**src/rtl/qpe_pkg.sv**
```systemverilog
// Shared types, character codes and helpers for the quoted-printable encoder.
// No dependencies; every other file but qpe_checker imports this package.
`default_nettype none
package qpe_pkg;

  localparam int LINE_W = 7;
  localparam int FIFO_DEPTH_DEF = 4;

  localparam logic [7:0] CH_TAB = 8'd9;
  localparam logic [7:0] CH_LF  = 8'd10;
  localparam logic [7:0] CH_CR  = 8'd13;
  localparam logic [7:0] CH_SP  = 8'd32;
  localparam logic [7:0] CH_EQ  = 8'd61;
  localparam logic [7:0] LIT_LO_A = 8'd33;
  localparam logic [7:0] LIT_HI_A = 8'd60;
  localparam logic [7:0] LIT_LO_B = 8'd62;
  localparam logic [7:0] LIT_HI_B = 8'd126;

  localparam logic [LINE_W-1:0] WS_LIMIT  = 7'd74;
  localparam logic [LINE_W-1:0] LIT_LIMIT = 7'd75;
  localparam logic [LINE_W-1:0] ESC_LIMIT = 7'd73;

  typedef enum logic [1:0] {
    KIND_LIT = 2'd0,
    KIND_LF  = 2'd1,
    KIND_ESC = 2'd2
  } qpe_kind_t;

  // One queued run of output characters.
  typedef struct packed {
    logic       brk;
    qpe_kind_t  kind;
    logic [7:0] data;
  } qpe_desc_t;

  function automatic logic [7:0] hex_char(input logic [3:0] nib);
    logic [7:0] r;
    if (nib < 4'd10) begin
      r = 8'd48 + {4'd0, nib};
    end else begin
      r = 8'd55 + {4'd0, nib};
    end
    return r;
  endfunction

endpackage
`default_nettype wire

```
**src/rtl/qpe_front.sv**
```systemverilog
// Front end: accepts message bytes, tracks the line count and classifies
// each byte into a run descriptor. Depends on qpe_pkg.
`default_nettype none
module qpe_front (
  input  wire logic              clk,
  input  wire logic              rst_n,
  input  wire logic              in_valid,
  input  wire logic              in_stall,
  input  wire logic [7:0]        in_byte,
  input  wire logic              in_start_of_message,
  output qpe_pkg::qpe_desc_t     push_desc,
  output logic                   push
);
  import qpe_pkg::*;

  logic [LINE_W-1:0] line_count_r, line_count_nxt, cnt0, base;
  logic is_ws, is_lit, is_cr, is_lf, is_esc, brk, accept;

  assign accept = in_valid && !in_stall;

  always_comb begin
    is_ws  = (in_byte == CH_SP) || (in_byte == CH_TAB);
    is_lit = ((in_byte >= LIT_LO_A) && (in_byte <= LIT_HI_A)) ||
             ((in_byte >= LIT_LO_B) && (in_byte <= LIT_HI_B));
    is_cr  = (in_byte == CH_CR);
    is_lf  = (in_byte == CH_LF);
    is_esc = !is_ws && !is_lit && !is_cr && !is_lf;
    cnt0   = in_start_of_message ? '0 : line_count_r;
    brk    = (is_ws && (cnt0 >= WS_LIMIT)) || (is_lit && (cnt0 >= LIT_LIMIT)) ||
             (is_esc && (cnt0 >= ESC_LIMIT));
    base   = brk ? '0 : cnt0;

    if (is_ws || is_lit) begin
      line_count_nxt = base + 7'd1;
    end else if (is_esc) begin
      line_count_nxt = base + 7'd3;
    end else if (is_lf) begin
      line_count_nxt = '0;
    end else begin
      line_count_nxt = cnt0;
    end

    push_desc.brk  = brk;
    push_desc.data = in_byte;
    if (is_lf) begin
      push_desc.kind = KIND_LF;
    end else if (is_esc) begin
      push_desc.kind = KIND_ESC;
    end else begin
      push_desc.kind = KIND_LIT;
    end
    // A dropped CR produces nothing downstream.
    push = accept && !is_cr;
  end

  always_ff @(posedge clk) begin
    if (!rst_n) begin
      line_count_r <= '0;
    end else if (accept) begin
      line_count_r <= line_count_nxt;
    end
  end

endmodule
`default_nettype wire

```
**src/rtl/qpe_fifo.sv**
```systemverilog
// Short descriptor queue between the front and back ends.
// Depends on qpe_pkg for the descriptor type.
`default_nettype none
module qpe_fifo #(
  parameter int DEPTH = qpe_pkg::FIFO_DEPTH_DEF
) (
  input  wire logic               clk,
  input  wire logic               rst_n,
  input  wire logic               wr_en,
  input  wire qpe_pkg::qpe_desc_t wr_data,
  input  wire logic               rd_en,
  output qpe_pkg::qpe_desc_t      rd_data,
  output logic                    not_empty,
  output logic                    full
);
  import qpe_pkg::*;

  localparam int PW = (DEPTH > 1) ? $clog2(DEPTH) : 1;
  localparam int CW = $clog2(DEPTH + 1);

  qpe_desc_t       mem_r [DEPTH];
  logic [PW-1:0]   wr_ptr_r, rd_ptr_r;
  logic [CW-1:0]   count_r;

  function automatic logic [PW-1:0] inc_ptr(input logic [PW-1:0] p);
    return (p == PW'(DEPTH - 1)) ? '0 : p + 1'b1;
  endfunction

  assign rd_data   = mem_r[rd_ptr_r];
  assign not_empty = (count_r != '0);
  assign full      = (count_r == CW'(DEPTH));

  always_ff @(posedge clk) begin
    if (wr_en) begin
      mem_r[wr_ptr_r] <= wr_data;
    end
  end

  always_ff @(posedge clk) begin
    if (!rst_n) begin
      wr_ptr_r <= '0;
      rd_ptr_r <= '0;
      count_r  <= '0;
    end else begin
      if (wr_en) begin
        wr_ptr_r <= inc_ptr(wr_ptr_r);
      end
      if (rd_en) begin
        rd_ptr_r <= inc_ptr(rd_ptr_r);
      end
      if (wr_en && !rd_en) begin
        count_r <= count_r + 1'b1;
      end else if (rd_en && !wr_en) begin
        count_r <= count_r - 1'b1;
      end
    end
  end

endmodule
`default_nettype wire

```
**src/rtl/qpe_back.sv**
```systemverilog
// Back end: expands each queued descriptor into its output characters,
// one word per cycle while out_stall is low, through an output register. Depends on qpe_pkg.
`default_nettype none
module qpe_back (
  input  wire logic               clk,
  input  wire logic               rst_n,
  input  wire qpe_pkg::qpe_desc_t head,
  input  wire logic               head_valid,
  output logic                    pop,
  output logic                    out_valid,
  input  wire logic               out_stall,
  output logic [7:0]              out_byte,
  output logic                    out_last_of_run
);
  import qpe_pkg::*;

  logic [2:0] idx_r, idx_nxt, off, total, j;
  logic       out_valid_r, out_valid_nxt, out_last_r, last, load, slot_free;
  logic [7:0] out_byte_r, ch;

  always_comb begin
    off = head.brk ? 3'd3 : 3'd0;
    case (head.kind)
      KIND_LIT: total = off + 3'd1;
      KIND_LF:  total = off + 3'd2;
      KIND_ESC: total = off + 3'd3;
      default:  total = off + 3'd1;
    endcase
    j    = idx_r - off;
    last = (idx_r == total - 3'd1);

    if (head.brk && (idx_r < 3'd3)) begin
      case (idx_r)
        3'd0:    ch = CH_EQ;
        3'd1:    ch = CH_CR;
        default: ch = CH_LF;
      endcase
    end else begin
      case (head.kind)
        KIND_LIT: ch = head.data;
        KIND_LF:  ch = (j == 3'd0) ? CH_CR : CH_LF;
        KIND_ESC: begin
          case (j)
            3'd0:    ch = CH_EQ;
            3'd1:    ch = hex_char(head.data[7:4]);
            default: ch = hex_char(head.data[3:0]);
          endcase
        end
        default:  ch = head.data;
      endcase
    end

    slot_free     = !out_valid_r || !out_stall;
    load          = head_valid && slot_free;
    pop           = load && last;
    out_valid_nxt = slot_free ? head_valid : out_valid_r;
    if (pop) begin
      idx_nxt = '0;
    end else if (load) begin
      idx_nxt = idx_r + 3'd1;
    end else begin
      idx_nxt = idx_r;
    end
  end

  always_ff @(posedge clk) begin
    if (!rst_n) begin
      out_valid_r <= 1'b0;
      idx_r       <= '0;
    end else begin
      out_valid_r <= out_valid_nxt;
      idx_r       <= idx_nxt;
    end
  end

  always_ff @(posedge clk) begin
    if (load) begin
      out_byte_r <= ch;
      out_last_r <= last;
    end
  end

  assign out_valid       = out_valid_r;
  assign out_byte        = out_byte_r;
  assign out_last_of_run = out_last_r;

endmodule
`default_nettype wire

```
**src/rtl/quoted_printable_encoder.sv**
```systemverilog
// Quoted-printable encoder top level: front end, descriptor queue, back end.
// Depends on qpe_pkg, qpe_front, qpe_fifo and qpe_back.
//
// Usage:
// - Input channel (in_valid / in_stall): one message byte per word, with
//   in_start_of_message set on the first byte of a message to restart the
//   line count. CR bytes are consumed and produce nothing.
// - Output channel (out_valid / out_stall): one encoded character per word;
//   out_last_of_run marks the final character caused by an input byte.
// - Path: an accepted byte is written into the descriptor queue, and its first
//   character is then loaded from the queue head into the output register.
// - Throughput: while out_stall is low the output side moves one character per
//   cycle. An input byte producing k characters (1 to 6) occupies the back end
//   until all k are sent, so plain text runs at one byte per cycle; escapes and
//   soft breaks slow the input only once the FIFO_DEPTH-entry queue has filled.
// - Reset (rst_n low, synchronous) clears the line count, the queue and the
//   valid flag of the output register.
// - While out_stall is high the held word stays unchanged; the queue keeps
//   taking input until it is full, then in_stall rises.
`default_nettype none
module quoted_printable_encoder #(
  parameter int FIFO_DEPTH = qpe_pkg::FIFO_DEPTH_DEF
) (
  input  wire logic       clk,
  input  wire logic       rst_n,
  input  wire logic       in_valid,
  output logic            in_stall,
  input  wire logic [7:0] in_byte,
  input  wire logic       in_start_of_message,
  output logic            out_valid,
  input  wire logic       out_stall,
  output logic [7:0]      out_byte,
  output logic            out_last_of_run
);
  import qpe_pkg::*;

  qpe_desc_t push_desc, head;
  logic      push, pop, head_valid, full;

  assign in_stall = full;

  qpe_front u_front (
    .clk                 (clk),
    .rst_n               (rst_n),
    .in_valid            (in_valid),
    .in_stall            (in_stall),
    .in_byte             (in_byte),
    .in_start_of_message (in_start_of_message),
    .push_desc           (push_desc),
    .push                (push)
  );

  qpe_fifo #(.DEPTH(FIFO_DEPTH)) u_fifo (
    .clk       (clk),
    .rst_n     (rst_n),
    .wr_en     (push),
    .wr_data   (push_desc),
    .rd_en     (pop),
    .rd_data   (head),
    .not_empty (head_valid),
    .full      (full)
  );

  qpe_back u_back (
    .clk             (clk),
    .rst_n           (rst_n),
    .head            (head),
    .head_valid      (head_valid),
    .pop             (pop),
    .out_valid       (out_valid),
    .out_stall       (out_stall),
    .out_byte        (out_byte),
    .out_last_of_run (out_last_of_run)
  );

endmodule
`default_nettype wire

```
**config.mk**
```make
export PLATFORM = sky130hd
export DESIGN_NAME = quoted_printable_encoder
export DESIGN_NICKNAME = d
export VERILOG_FILES = /design/src/rtl/qpe_pkg.sv /design/src/rtl/qpe_front.sv /design/src/rtl/qpe_fifo.sv /design/src/rtl/qpe_back.sv /design/src/rtl/quoted_printable_encoder.sv
export SDC_FILE = /design/constraint.sdc
export NUM_CORES = 1
export LEC_CHECK = 0
export ABC_AREA = 1
export ABC_CLOCK_PERIOD_IN_PS = 10700
export BUFFER_PORTS_ARGS = -buffer_cell sky130_fd_sc_hd__buf_2
export CAP_MARGIN = 20
export CORE_MARGIN = 2
export CORE_UTILIZATION = 40
export DETAILED_ROUTE_END_ITERATION = 10
export PLACE_DENSITY = 0.59
export SYNTH_ARGS = -nofsm -noshare
export SYNTH_HDL_FRONTEND = slang
export SYNTH_SLANG_ARGS = --single-unit
```
**constraint.sdc**
```tcl
create_clock -name clk -period 10.7 [get_ports clk]
set_clock_uncertainty 0.2 [all_clocks]
set_input_delay 0 -clock clk [delete_from_list [all_inputs] [get_ports clk]]
set_output_delay 0 -clock clk [all_outputs]
set_load 0.02 [all_outputs]
```
==> summary.txt, run 1 <==
first-pass iteration count of the detailed router: 5
M2 GR Usage: 0.294
Avg WL per Cell: 13.6 um
Die X: 107 um
grt total ovfl: 0
critical path arrival: 4350 ps
GRT Max-Usage Layer: met2
Simple-Gate Fraction of Synth Area: 0.249
Pwr per Cell Area: 201 nW/um^2
worst-case reg-to-reg path depth: 17
antenna violations before repair: 0
antenna-violating nets left: 0
DRC: 0
Post-Route WL: 9.25 mm
fin area: 4780 um^2
Clock Pin Slew Worst Setup and Hold Paths: 80 ps
nets@finish: 570
area of the core: 10300 um^2
average cell area after synthesis: 8.45 um^2
Fin Hold WS: 285 ps
Placement Setup Slack: 6390 ps
port buffer count: 23
#FFs+latches synth: 73
Rows: 37
fin worst setup slack: 6390 ps
later-pin clock latency in the skew report: 350 ps
Pins Over Slew Limit: 0
combinational family with the most area after synthesis: simple AND/OR/NAND/NOR gates
classification of the worst setup path: flip-flop to flip-flop
max-cap viol count: 0
nature of the critical path endpoint: flip-flop
hold path cells: 2
adder-cell share of the synthesized area: 0.0568
dpl hpwl: 6.78 mm
Worst Path Max Fanout: 25
n_diodes: 0
Worst IR Drop VDD: 88.2 uV
CTS tree: built
Fill cells: 989
Setup violations, final: 0
Post-DP Area: 4460 um^2
clk sink count: 73
outcome: completed
post_cts resized: 0
first-pass GRT wire length: 15.3 mm
die height: 107 um
post-synthesis cell count: 501
syn_nets: 532
# H-tree levels: 3
CP Launch Type: flip-flop
Setup TNS Final: 0 ps
CTS root buf: clkbuf_8
I/O pin cnt: 24
Hold Startpoint: in_byte[1]
hold crit path type: input port to flip-flop
drt first-iter violations: 156
Static Leak: 2.01 nW
Slew headroom: 0.294
multi-input logic area: 1890 um^2
Pwr Total: 0.961 mW
vias in the first global route: 3310
post-synthesis xor/xnor area fraction: 0.0245
Final Hold Vio Count: 0
fin crit share: 0.403
die area: 11400 um^2
Synth Cell Area: 4230 um^2
Area Growth Syn to Fin: 12.9%
Main synth FF type: edfxtp_1
total via count in the routed design: 3405
routability cong.: 0.863
Total GRT Usage: 0.172
GR Util met3: 0.0413
fin crit period: 4310 ps
CTS buffer count: 9
Worst Tran Pin Value: 1050 ps
met1 Track Usage GR: 0.212
register area: 1990 um^2
Synth cell types: 42
largest net degree at the start of global routing: 26
post-synthesis mux area share: 0
Ys Warns: 0
RSZ-0062 raised after global routing: false
Post-synth EDFFs: 53
sequential fraction of the synthesis area: 0.471
Critical Path RT: 10740 ps
post-DR vias/cell: 5.01
fraction of layout cells with a size suffix above 1: 0.131
Compound-Gate Fraction of Synth Area: 0.116
starting density of the core: 0.412
clock buffer depth: 2
fmax: 232 MHz
Async SR Flop Fraction: 0
==> stage by stage <==
step / utilization / std cells
2_1_floorplan: - / 501
3_3_place_gp: 0.434 / 650
3_5_place_dp: 0.434 / 651
4_1_cts: 0.465 / 679
5_1_grt: 0.465 / 679
6_report: 0.465 / 679
==> sequential cells by signal, indices dropped and copies added (netlist names), named ones only <==
name	count
u_fifo.mem_r	44
u_back.out_byte	8
u_front.line_count_r	7
u_back.idx_r	3
u_fifo.count_r	3
u_fifo.rd_ptr_r	2
u_fifo.wr_ptr_r	2
u_back.out_last_of_run	1
u_back.out_valid	1
==> kinds of logic after synthesis <==
group,count (synthesis)
AOI/OAI and AO/OA,82
buffers and inverters,88
adders and majority gates,18
and+or+nand+nor,229
DFF,73
xor gates and xnor gates,11
==> synth_stat cells, types with 4 or more instances <==
cell type,number,area share
a21oi_1,28,0.033
dfxtp_1,20,0.095
edfxtp_1,53,0.38
ha_1,16,0.047
inv_1,71,0.063
inv_2,7,0.0062
nand2_1,122,0.11
nand2_2,7,0.010
nand3_1,36,0.043
nor2_1,44,0.039
nor2_2,4,0.0059
nor2_4,4,0.011
o21ai_0,24,0.028
o21ai_1,8,0.0095
xnor2_1,4,0.0083
xor2_1,6,0.012
==> final timing paths <==
kind	endpoint	slack (ps)
max	u_fifo.count_r[1]	6390
min	u_fifo.mem_r[0][1]	290
max reg2reg	u_fifo.count_r[1]	6390
min reg2reg	u_front.line_count_r[0]	300
==> layer usage <==
layer / vias to the layer above / part of all wire
li1: 1729 / -
met1: 1581 / 0.46
met2: 84 / 0.49
met3: 11 / 0.039
met4: 0 / 0.013
met5: - / 0
==> layout make-up <==
type,instances,area share
clock inverters,6,0.0123
inverters,78,0.0613
repair buffers,37,0.0529
flip-flops and latches,73,0.417
clock buffers,9,0.0259
well taps,136,0.0356
multi-input cells,340,0.395
==> where the power goes <==
part,leakage (nW),switching (mW),internal (mW)
logic,1.26,0.239,0.121
registers,0.658,0.0252,0.368
clock network,0.0906,0.103,0.105
==> layout by cell type, fill, tap and decap left out, types with 2 or more instances in the layout <==
cell,n
a32oi_1,2
nand3_2,3
inv_1,71
a41oi_1,2
nand3_4,2
ha_1,16
a32o_1,2
o22ai_1,2
inv_2,7
xor2_1,6
nor3_1,2
dlygate4sd3_1,13
nand2_1,122
dfxtp_1,20
nand2_2,7
clkbuf_8,9
nor2_4,4
a21oi_2,2
clkinv_1,2
xnor2_1,4
o21ai_1,8
edfxtp_1,53
fa_1,2
nor2_2,4
o21ai_0,24
a211oi_1,3
a21oi_1,28
a31oi_1,3
nand3_1,36
nor2_1,44
buf_2,23
o311ai_0,2
==> worst max-delay path: stages, from the launching register on <==
cell      delay (ps)
dfxtp_1          840
inv_2            320
nand2_1          140
a32oi_1          120
inv_1             80
ha_1             220
inv_1            100
xor2_2           190
ha_1             220
xnor2_1          140
or2_1            270
a211oi_4         300
nand2_2          120
ha_1             210
inv_1            100
fa_1             410
o21ai_0          150
a21oi_1           50
==> what timing repair did <==
action                                  CTS  global route
setup buffers                             0             0
endpoints found under the setup margin    0             0
hold endpoints to repair                 54             0
hold buffers                             13             0
No activity file was read; power rests on OpenSTA's default activity.
==> run 2: changes to the inputs <==
--- a/config.mk
+++ b/config.mk
@@ -6,7 +6,7 @@
 export NUM_CORES = 1
 export LEC_CHECK = 0
 export ABC_AREA = 1
-export ABC_CLOCK_PERIOD_IN_PS = 10700
+export ABC_CLOCK_PERIOD_IN_PS = 4300
 export BUFFER_PORTS_ARGS = -buffer_cell sky130_fd_sc_hd__buf_2
 export CAP_MARGIN = 20
 export CORE_MARGIN = 2
==> constraint.sdc (replaced) <==
create_clock -name clk -period 4.3 [get_ports clk]
set_clock_uncertainty 0.2 [all_clocks]
set_input_delay 0 -clock clk [delete_from_list [all_inputs] [get_ports clk]]
set_output_delay 0 -clock clk [all_outputs]
set_load 0.02 [all_outputs]
==> run 2 against run 1 <==
- critical path depth shrank 1
- via count hardly changed
- highest routed layer unchanged
- largest power group unchanged
- routed wire length down 0.40%
- flip-flop and latch count is the same
- global-route usage fell by 0.16 points
- non-clock buffer count rose by 4
- design area rose by 1.1%
==> summary.txt, run 2 (synthesis gave the netlist of run 1 again) <==
Hold Startpoint: in_valid (was in_byte[1])
Static Leak: 2.02 nW (was 2.01 nW)
Clock Pin Slew Worst Setup and Hold Paths: 80 ps (about the same)
Hold Path Sink: u_front.line_count_r[0] (was u_fifo.mem_r[0][1])
RSZ-0062 raised after global routing: false (unchanged)
DRC: 0 (unchanged)
max FFs per register: 44 (unchanged)
die height: 107 um (unchanged)
Final Instance Count excl. Fillers: 684 (was 679)
Avg WL per Cell: 13.5 um (was 13.6 um)
register name with the most flops: u_fifo.mem_r (unchanged)
Total GRT Usage: 0.170 (was 0.172)
Pwr per Cell Area: 504 nW/um^2 (was 201 nW/um^2)
Pins Over Slew Limit: 0 (unchanged)
fin crit period: 3860 ps (was 4310 ps)
commonest cells after routing, fill and taps aside: nand2_1 (122), inv_1 (70), edfxtp_1 (53) (was nand2_1 (122), inv_1 (71), edfxtp_1 (53))
critical path depth: 16 (was 17)
delay-heaviest family, CP: adder cells (unchanged)
hold crit path type: input port to flip-flop (unchanged)
starting density of the core: 0.412 (unchanged)
n_diodes: 0 (unchanged)
port buffer count: 23 (unchanged)
multi-input logic area: 1890 um^2 (unchanged)
Fill cells: 1008 (was 989)
first-pass GRT wire length: 15.3 mm (about the same)
critical path cell sequence: buf_4 -> nand2_1 -> a32oi_1 -> ha_1 -> inv_1 -> xor2_2 -> ha_1 -> xnor2_1 -> or2_1 -> a211oi_4 -> nand2_2 -> ha_1 -> inv_1 -> fa_1 -> o21ai_0 -> a21oi_1 (was inv_2 -> nand2_1 -> a32oi_1 -> inv_1 -> ha_1 -> inv_1 -> xor2_2 -> ha_1 -> xnor2_1 -> or2_1 -> a211oi_4 -> nand2_2 -> ha_1 -> inv_1 -> fa_1 -> o21ai_0 -> a21oi_1)
# H-tree levels: 3 (unchanged)
vias in the first global route: 3261 (was 3310)
Worst IR Drop VDD: 201 uV (was 88.2 uV)
later-pin clock latency in the skew report: 340 ps (was 350 ps)
crit path max-delay cell type: dfxtp_1 (unchanged)
max-cap viol count: 0 (unchanged)
classification of the worst setup path: flip-flop to flip-flop (unchanged)
Setup TNS Final: 0 ps (unchanged)
grt total ovfl: 0 (unchanged)
CP Launch Type: flip-flop (unchanged)
dpl hpwl: 6.80 mm (was 6.78 mm)
Setup violations, final: 0 (unchanged)
Critical Path RT: 4330 ps (was 10740 ps)
largest net degree at the start of global routing: 21 (was 26)
clock buffer depth: 2 (unchanged)
fraction of layout cells with a size suffix above 1: 0.148 (was 0.131)
placed insts: 652 (was 651)
area of the core: 10300 um^2 (unchanged)
Rows: 37 (unchanged)
CP bufs+invs: 3 (was 4)
Die X: 107 um (unchanged)
commonest non-fill, non-tap cell in the layout: nand2_1 (unchanged)
fmax: 259 MHz (was 232 MHz)
register area: 1990 um^2 (about the same)
die area: 11400 um^2 (unchanged)
Area Growth Syn to Fin: 14.1% (was 12.9%)
worst-case reg-to-reg path depth: 16 (was 17)
Worst Path Max Fanout: 14 (was 25)
first-pass iteration count of the detailed router: 4 (was 5)
fin crit share: 0.898 (was 0.403)
nature of the critical path endpoint: flip-flop (unchanged)
post-DR vias/cell: 4.98 (was 5.01)
Worst Tran Pin Value: 1040 ps (was 1050 ps)
Post-Route WL: 9.21 mm (was 9.25 mm)
Most common cell on crit path: ha_1
Pwr Total: 2.43 mW (was 0.961 mW)
outcome: completed (unchanged)
CTS buffer count: 9 (unchanged)
antenna-violating nets left: 0 (unchanged)
I/O pin cnt: 24 (unchanged)
hold path cells: 4 (was 2)
Final Hold Vio Count: 0 (unchanged)
total via count in the routed design: 3403 (was 3405)
clk sink count: 73 (unchanged)
Max stage delay on crit path: 450 ps (was 840 ps)
antenna violations before repair: 0 (unchanged)
drt first-iter violations: 104 (was 156)
routability cong.: 0.868 (was 0.863)
nets@finish: 574 (was 570)
CTS tree: built (unchanged)
reg-to-reg slack, setup: 440 ps (was 6390 ps)
r2r endpoint: u_fifo.count_r[1] (unchanged)
Slew headroom: 0.302 (was 0.294)
CTS root buf: clkbuf_8 (unchanged)
critical path arrival: 3890 ps (was 4350 ps)
[run 2: layout make-up]
cell class | count | share of cell area
Sequential cell | 73 | 0.413
Multi-Input combinational cell | 340 | 0.391
Inverter | 78 | 0.0614
Timing Repair Buffer | 41 | 0.0580
Tap cell | 136 | 0.0352
Clock buffer | 9 | 0.0257
Clock inverter | 7 | 0.0161
[run 2: worst max path at each step]
stage	to	slack, ps
global placement	u_fifo.count_r[1]	470
floorplan	u_fifo.count_r[1]	650
CTS	u_fifo.count_r[1]	340
global route	u_fifo.count_r[1]	90
finish	u_fifo.count_r[1]	440
detailed placement	u_fifo.count_r[1]	340
[run 2: stage by stage]
step | hold slack (ps) | setup slack [ps] | instance area (um^2) | util
floorplan | -101 | 652 | 4230 | -
global placement | 81.9 | 470 | 4470 | 0.435
detailed placement | 101 | 343 | 4470 | 0.435
CTS | 38.0 | 336 | 4790 | 0.466
global route | 93.9 | 94.1 | 4830 | 0.470
finish | 41.0 | 438 | 4830 | 0.470
[run 2: power by group]
group | internal (mW) | leakage [nW] | switching, mW | total [mW]
clock | 0.272 | 0.0885 | 0.278 | 0.550
combinational | 0.307 | 1.28 | 0.601 | 0.908
sequential | 0.915 | 0.659 | 0.0588 | 0.974
[run 2: timing repair]
action / CTS / global route
gates resized for setup: 0 / 2
setup endpoints to repair: 0 / 1
hold buffers: 12 / 0
buffers inserted: 0 / 3
endpoints found under the hold margin: 51 / 0
[run 2: routing by layer]
metal / track usage / up-vias / share of wire
li1: - / 1735 / -
met1: 0.223 / 1612 / 0.48
met2: 0.286 / 50 / 0.48
met3: 0.0328 / 6 / 0.026
met4: 0.0492 / 0 / 0.010
met5: 0 / - / 0
[run 2: worst min-delay path: cells and delay by family]
kind                   cells  cell delay (ps)
buffers and inverters      1               70
and+or+nand+nor            1              140
AOI/OAI and AO/OA          2              320
